`config.mk`:
```
export PLATFORM = sky130hd
export DESIGN_NAME = pic_prod_sat
export DESIGN_NICKNAME = d
export VERILOG_FILES = /design/src/rtl/pic_pkg.sv /design/src/rtl/pic_prod_sat.sv
export SDC_FILE = /design/constraint.sdc
export NUM_CORES = 1
export LEC_CHECK = 0
export ABC_CLOCK_PERIOD_IN_PS = 1200
export BUFFER_PORTS_ARGS = -buffer_cell sky130_fd_sc_hd__buf_4
export CAP_MARGIN = 40
export CORE_ASPECT_RATIO = 0.9
export CORE_MARGIN = 2
export CORE_UTILIZATION = 22
export DETAILED_ROUTE_END_ITERATION = 16
export GPL_TIMING_DRIVEN = 0
export PLACE_DENSITY_LB_ADDON = 0.08
export RECOVER_POWER = 25
export SLEW_MARGIN = 20
export SYNTH_ARGS = -nofsm -noshare
export SYNTH_HDL_FRONTEND = slang
export SYNTH_SLANG_ARGS = --single-unit
```
`constraint.sdc`:
```
create_clock -name vclk -period 1.2
set_input_delay 0.06 -clock vclk [all_inputs]
set_output_delay 0.06 -clock vclk [all_outputs]
set_load 0.01 [all_outputs]
```
`src/rtl/pic_pkg.sv`:
```
// ----------------------------------------------------------------------------
// pic_pkg
// Shared constants, register indexes and saturation helpers for the
// slew-clamped PI controller.
// ----------------------------------------------------------------------------
`default_nettype none

package pic_pkg;

   localparam int unsigned FRAC_BITS_DEFAULT = 16;
   localparam int unsigned DATA_W            = 32;
   localparam int unsigned STEP_W            = 31;
   localparam int unsigned CSR_IDX_W         = 2;

   localparam logic [CSR_IDX_W-1:0] CSR_PROP_GAIN  = 2'd0;
   localparam logic [CSR_IDX_W-1:0] CSR_INTEG_GAIN = 2'd1;
   localparam logic [CSR_IDX_W-1:0] CSR_MAX_STEP   = 2'd2;

   localparam logic signed [DATA_W-1:0] S32_MAX = 32'sh7fff_ffff;
   localparam logic signed [DATA_W-1:0] S32_MIN = 32'sh8000_0000;

   // Saturate a 33-bit signed value to 32 bits.
   function automatic logic signed [DATA_W-1:0] sat_s33(input logic signed [DATA_W:0] v);
      logic signed [DATA_W-1:0] r;
      if (v[DATA_W] != v[DATA_W-1]) begin
         r = v[DATA_W] ? S32_MIN : S32_MAX;
      end else begin
         r = v[DATA_W-1:0];
      end
      return r;
   endfunction

endpackage

`default_nettype wire

```
`src/rtl/pic_prod_sat.sv`:
```
// ----------------------------------------------------------------------------
// pic_prod_sat
// Floor-shifts a full fixed-point product down by the fraction bits and
// saturates the result to signed 32 bits.
// ----------------------------------------------------------------------------
`default_nettype none

module pic_prod_sat
   import pic_pkg::*;
#(
   parameter int unsigned FRAC_BITS = FRAC_BITS_DEFAULT
) (
   input  wire logic signed [2*DATA_W-1:0] prod,
   output logic signed [DATA_W-1:0]        term
);

   logic signed [2*DATA_W-1:0] shifted;
   logic                       ovf_pos;
   logic                       ovf_neg;

   // Arithmetic shift is a floor shift.
   assign shifted = prod >>> FRAC_BITS;
   assign ovf_pos = !shifted[2*DATA_W-1] && (|shifted[2*DATA_W-2:DATA_W-1]);
   assign ovf_neg = shifted[2*DATA_W-1] && !(&shifted[2*DATA_W-2:DATA_W-1]);

   always_comb begin
      priority if (ovf_pos) begin
         term = S32_MAX;
      end else if (ovf_neg) begin
         term = S32_MIN;
      end else begin
         term = shifted[DATA_W-1:0];
      end
   end

endmodule

`default_nettype wire

```
; ---- Yosys cells after proc, flatten, opt, wreduce, memory -nomap -nowiden
; Cells that the tools add are included.
; W data, S select, Z words.
[classes]
n_mux = 2
reduce_logical = 6
[ops]
columns = cell, n
row1 = $mux W32, 2
row2 = $reduce_and A17 Y1, 1
row3 = $reduce_or A17 Y1, 1
row4 = $logic_and A1 B1 Y1, 2
row5 = $logic_not A1 Y1, 2
[totals]
ff_bits = 0
output_inout_bits = 32

; ---- Longest topological paths before layout
; Gate-level depths: netlist of the first run.
[logic_depth]
word_depth = 5
mapped_depth = 4
mapped_depth_nobuf = 3

; ---- Worst setup path before layout of the first run
; OpenSTA, ideal clock, no wires.
[synth_timing]
path_kind = input -> output
from = input port prod[50]
to = output port term[10]
arrival_time_ps = 974
required_time_ps = 1140
slack_ps = 166
stages = 4
path_cell_list = nand4_1 o41ai_4 buf_6 a21o_1
[synth_between]
elab_chain_len = 5
elab_cells_between_ends = 7
[synth_rtl]
columns = item, line_no
row1 = start: declaration, pic_prod_sat.sv:13  ; input wire logic signed [2*DATA_W-1:0] prod,
row2 = $reduce_and A17 Y1, pic_prod_sat.sv:24  ; assign ovf_neg = shifted[2*DATA_W-1] && !(&shifted[2*DATA_W-2:DATA_W-1]);
row3 = $logic_not A1 Y1, pic_prod_sat.sv:24
row4 = $logic_and A1 B1 Y1, pic_prod_sat.sv:24
row5 = $mux W32, pic_prod_sat.sv:29  ; end else if (ovf_neg) begin
row6 = $mux W32 (*), pic_prod_sat.sv:27  ; priority if (ovf_pos) begin
row7 = end: declaration, pic_prod_sat.sv:14  ; output logic signed [DATA_W-1:0] term
; Mark *: on every way between the ends. The rest lies on a longest branch, timed or not.

; ---- Worst setup path in the final report of the first run
[layout_timing]
from = input port prod[49]
to = output port term[29]
; Same word-level chain as after synthesis.

==> flow_metrics.py, run 1 <==
metrics = {
    "run_status": {
        "status": "finished with violations",
        "violations": "negative setup slack",
    },
    "timing": {
        "period_minus_slack_ns": 1.29,
        "post-route-period-util_pct": 107,
        "finalSetupViolations": 30,
        "max_freq_ghz": 0.777,
        "worst_slack_ns": -0.0873,
        "final_max_slew_viol_count": 0,
        "slew-limit-headroom_pct": 76.3,
        "timing.hold.ws_ns": 0.398,
        "worst_pin_slew_ns": 0.355,
        "rsz0062_at_grt": "yes",
        "timing_hold_violations_final": 0,
    },
    "layout": {
        "synthToLayoutAreaGrowth_pct": 252,
        "nFillCells": 130,
        "clkbuf_count": 0,
        "diodes": 0,
        "utilization_pct": 80.2,
        "nets": 199,
        "drive_gt1_share_pct": 73.7,
        "regArea_um2": 0,
        "seq_cells": 0,
        "postLayoutCellArea_um2": 1320,
    },
    "logic_synthesis": {
        "synth.avg_cell_area_um2": 7.82,
        "syn-num-nets": 112,
        "postSynthCellCount": 48,
        "synthTopCellsByArea": "a21o_1 60%, buf_6 9.0%, o41ai_4 7.3%",
        "synth_commonest_cells": "30 x a21o_1, 4 x clkbuf_1, 4 x nor4_1",
        "synth_top_area_share_pct": 60.0,
        "ys_types": 9,
        "ys_warn_count": 0,
        "yosys.area.top_type": "a21o_1",
        "ys_seq_area_share_pct": 0,
        "yosysMostFrequentCell": "a21o_1",
        "syn-cell-area_um2": 375,
    },
    "job": {
        "maxCapViolations": 0,
    },
    "power": {
        "powerDensity_nw_per_um2": 383,
        "ir_drop_uv": 239,
        "p_leak_nw": 0.724,
        "p_total_mw": 0.506,
    },
    "worst_setup_path": {
        "start_kind": "input port",
        "path_class": "input port to output port",
        "worstPathRequired_ns": 1.14,
        "endpoint_kind": "output port",
        "cp_max_fo": 7,
        "worst_ep_arrival_time_ns": 1.23,
    },
    "routing": {
        "via_count": 745,
        "viasPerCell": 4.75,
        "drc": 0,
        "drt_iter0_drc": 0,
        "wl_mm": 2.04,
        "drt-pass1-iter-count": 1,
        "drtAntennaViolNets": 0,
        "post_drt_wl_per_cell_um": 13.0,
    },
    "clock_network": {
        "ctsHoldBuffers": 0,
    },
    "placed_design": {
        "gp_congestion": 0.635,
        "io_buffer_count": 80,
        "dpl_cell_area_um2": 1010,
        "dp_hpwl_mm": 1.32,
    },
    "worst_hold_path": {
        "hp-class": "input port to output port",
    },
    "global_routing": {
        "grt_pass1_vias": 745,
        "grt_max_degree": 11,
        "antenna_found_initial": 0,
        "gr-total-overflow": 0,
        "grt_pass1_wl_mm": 2.96,
        "grt.total_usage_pct": 18.8,
    },
    "floorplan": {
        "fp.coreArea_um2": 1650,
        "die_x_um": 47.5,
        "die_area_um2": 2050,
        "die_h_um": 43.2,
        "num_io_pins": 96,
        "fp-row-count": 14,
        "start_util_pct": 22.8,
    },
}
## stage by stage
stage | instances | TNS (ns) | setup slack [ns]
final | 157 | -1.99 | -0.0873
after global routing | 157 | -3.42 | -0.134
after CTS | 156 | -2.34 | -0.0862
after detailed placement | 152 | -6.13 | -0.214
after global placement | 152 | -5.35 | -0.183
after floorplan | 48 | 0 | 0.166
## routing by layer
| metal | vias up | GRT usage [%] | routed length [um] |
|---|---|---|---|
| li1 | 361 | - | - |
| met2 | 43 | 35.9 | 1080 |
| met5 | - | 0 | 0 |
| met3 | 2 | 2.55 | 191 |
| met4 | 0 | 1.62 | 16 |
| met1 | 339 | 22.0 | 755 |
## area by class of cell
type / instances / area (um2) / area share (%)
multi-input combinational: 41 / 405 / 30.7
timing repair buffer: 85 / 807 / 61.1
tap: 24 / 30.0 / 2.27
buffer: 7 / 78.8 / 5.97
## logic make-up after synthesis
| group | share of synthesized area [%] |
|---|---|
| simple gates | 15.0 |
| buf+inv | 13.0 |
| compound gates | 72.0 |
## repair_timing
item,4_1_cts,5_1_grt
cloned,3,0
endpoints found under the setup margin,30,31
pin swaps,5,8
buffers inserted,1,1
resized for setup,56,7
## report_power, final
group          leakage (nW)  switching, mW  internal (mW)
clock network             0              0              0
logic                 0.724          0.185          0.321
registers                 0              0              0
total                 0.724          0.185          0.321
## worst max-delay path: stages
cell,delay (ns)
buf_6,0.10
nor4_4,0.32
a41oi_4,0.24
clkbuf_8,0.21
a21o_1,0.17
buf_6,0.12
## worst paths after layout
check | start | endpoint | cells past startpoint | slack, ns
max | prod[49] | term[29] | 6 | -0.09
min | prod[27] | term[11] | 3 | 0.40
## layout by cell type, fill, tap and decap left out
cell,Yosys,layout
nand4_1,3,3
nand4_2,1,1
nor4_4,0,4
o41ai_4,1,1
a21o_1,30,30
clkbuf_8,0,6
buf_8,0,1
a41oi_4,0,1
buf_4,0,41
buf_6,3,42
a21o_2,1,1
clkbuf_1,4,2
Note: power is estimated with default switching activity, not from simulation.
==> run 2, diff against run 1 <==
--- a/config.mk
+++ b/config.mk
@@ -7,14 +7,12 @@
 export LEC_CHECK = 0
 export ABC_CLOCK_PERIOD_IN_PS = 1200
 export BUFFER_PORTS_ARGS = -buffer_cell sky130_fd_sc_hd__buf_4
-export CAP_MARGIN = 40
 export CORE_ASPECT_RATIO = 0.9
 export CORE_MARGIN = 2
 export CORE_UTILIZATION = 22
 export DETAILED_ROUTE_END_ITERATION = 16
 export GPL_TIMING_DRIVEN = 0
 export PLACE_DENSITY_LB_ADDON = 0.08
-export RECOVER_POWER = 25
 export SLEW_MARGIN = 20
 export SYNTH_ARGS = -nofsm -noshare
 export SYNTH_HDL_FRONTEND = slang
==> run 2 against run 1 <==
Effect of this change:
- non-clock buffer count stayed put
- the run still ends with negative setup slack left
- combinational power is essentially flat
- first-iteration DRC count did not move
- setup slack is essentially flat
- die area did not move
==> flow_metrics.py, run 2 (synthesized netlist as in run 1, its figures left out) <==
metrics = {
    "run_status": {
        "status": "finished with violations",
        "violations": "negative setup slack",
    },
    "floorplan": {
        "die_h_um": 43.2,
        "start_util_pct": 22.8,
        "fp-row-count": 14,
        "num_io_pins": 96,
        "die_area_um2": 2050,
        "fp.coreArea_um2": 1650,
        "die_x_um": 47.5,
    },
    "worst_hold_path": {
        "hp-class": "input port to output port",
        "hp-start": "prod[27]",
    },
    "worst_setup_path": {
        "path_class": "input port to output port",
        "worst_ep_arrival_time_ns": 1.23,
        "worstPathRequired_ns": 1.14,
        "start_kind": "input port",
        "worstSetupStartpoint": "prod[49]",
        "cp_max_fo": 7,
        "endpoint_kind": "output port",
    },
    "timing": {
        "post-route-period-util_pct": 107,
        "worst_pin_slew_ns": 0.355,
        "slew-limit-headroom_pct": 76.3,
        "final_max_slew_viol_count": 0,
        "rsz0062_at_grt": "yes",
        "setup_tns_ns": -1.99,
        "worst_slack_ns": -0.0873,
        "timing_hold_violations_final": 0,
        "finalSetupViolations": 30,
        "period_minus_slack_ns": 1.29,
        "timing.hold.ws_ns": 0.398,
        "max_freq_ghz": 0.777,
    },
    "layout": {
        "diodes": 0,
        "drive_gt1_share_pct": 74.4,
        "utilization_pct": 80.5,
        "synthToLayoutAreaGrowth_pct": 253,
        "nets": 199,
        "clkbuf_count": 0,
        "postLayoutCellArea_um2": 1330,
        "regArea_um2": 0,
        "layout_common_cells": "42 x buf_6, 42 x buf_4, 30 x a21o_1",
        "seq_cells": 0,
    },
    "routing": {
        "via_count": 745,
        "post_drt_wl_per_cell_um": 13.0,
        "drt-pass1-iter-count": 1,
        "drt_iter0_drc": 0,
        "drc": 0,
        "wl_mm": 2.04,
        "drtAntennaViolNets": 0,
        "viasPerCell": 4.75,
    },
    "global_routing": {
        "grt_pass1_vias": 745,
        "grt.total_usage_pct": 18.8,
        "antenna_found_initial": 0,
        "grt_max_degree": 11,
        "grt_pass1_wl_mm": 2.96,
        "gr-total-overflow": 0,
    },
    "job": {
        "maxCapViolations": 0,
    },
    "power": {
        "ir_drop_uv": 239,
        "p_leak_nw": 0.727,
        "powerDensity_nw_per_um2": 383,
    },
    "placed_design": {
        "dpl_cell_area_um2": 1010,
        "dp_hpwl_mm": 1.32,
        "gp_congestion": 0.635,
        "io_buffer_count": 80,
    },
}
-- run 2: changes by cell type in the layout (fill, tap and decap cells not counted), sizes merged --
| cell | previous run | this run |
|---|---|---|
| buf | 84 | 85 |
| clkbuf | 8 | 7 |
-- run 2: report_power, final --
part           total (mW)  internal [mW]  switching [mW]  leakage, nW
Clock                   0              0               0            0
Combinational       0.507          0.323           0.185        0.727
Sequential              0              0               0            0
-- run 2: per-layer routing --
metal / up-vias / global-route usage, % / share of wire, %
met1: 339 / 22.0 / 37
met4: 0 / 1.62 / 0.78
met2: 43 / 35.9 / 53
li1: 361 / - / -
met3: 2 / 2.55 / 9.3
met5: - / 0 / 0
-- run 2: area by class of cell --
| type | count | area (um2) |
|---|---|---|
| fill | 129 | 322 |
| tap | 24 | 30.0 |
| timing repair buffer | 85 | 811 |
| multi-input combinational | 41 | 405 |
| buffer | 7 | 78.8 |
-- run 2: final timing paths --
| check | end | slack, ns | depth (start not counted) |
|---|---|---|---|
| worst max-delay path | term[29] | -0.09 | 6 |
| worst min-delay path | term[11] | 0.40 | 3 |
-- run 2: stage by stage --
step / setup WS [ns] / power [mW] / cells
after global placement: -0.183 / 0.377 / 152
final: -0.0873 / 0.507 / 157
after detailed placement: -0.214 / 0.383 / 152
after floorplan: 0.166 / 0.142 / 48
after CTS: -0.0862 / 0.493 / 156
after global routing: -0.134 / 0.537 / 157
-- run 2: timing repair --
| action | CTS | global route |
|---|---|---|
| pin swaps | 5 | 8 |
| hold buffers | 0 | 0 |
| setup buffers | 1 | 1 |
| endpoints found under the hold margin | 0 | 0 |
| resized for setup | 56 | 7 |
| gates cloned | 3 | 0 |
| setup endpoints to repair | 30 | 31 |
-- run 2: critical path, cell delays in order --
cell and delay [ns]:
buf_6 0.10, nor4_4 0.32, a41oi_4 0.24, clkbuf_8 0.21, a21o_1 0.17, buf_6 0.12
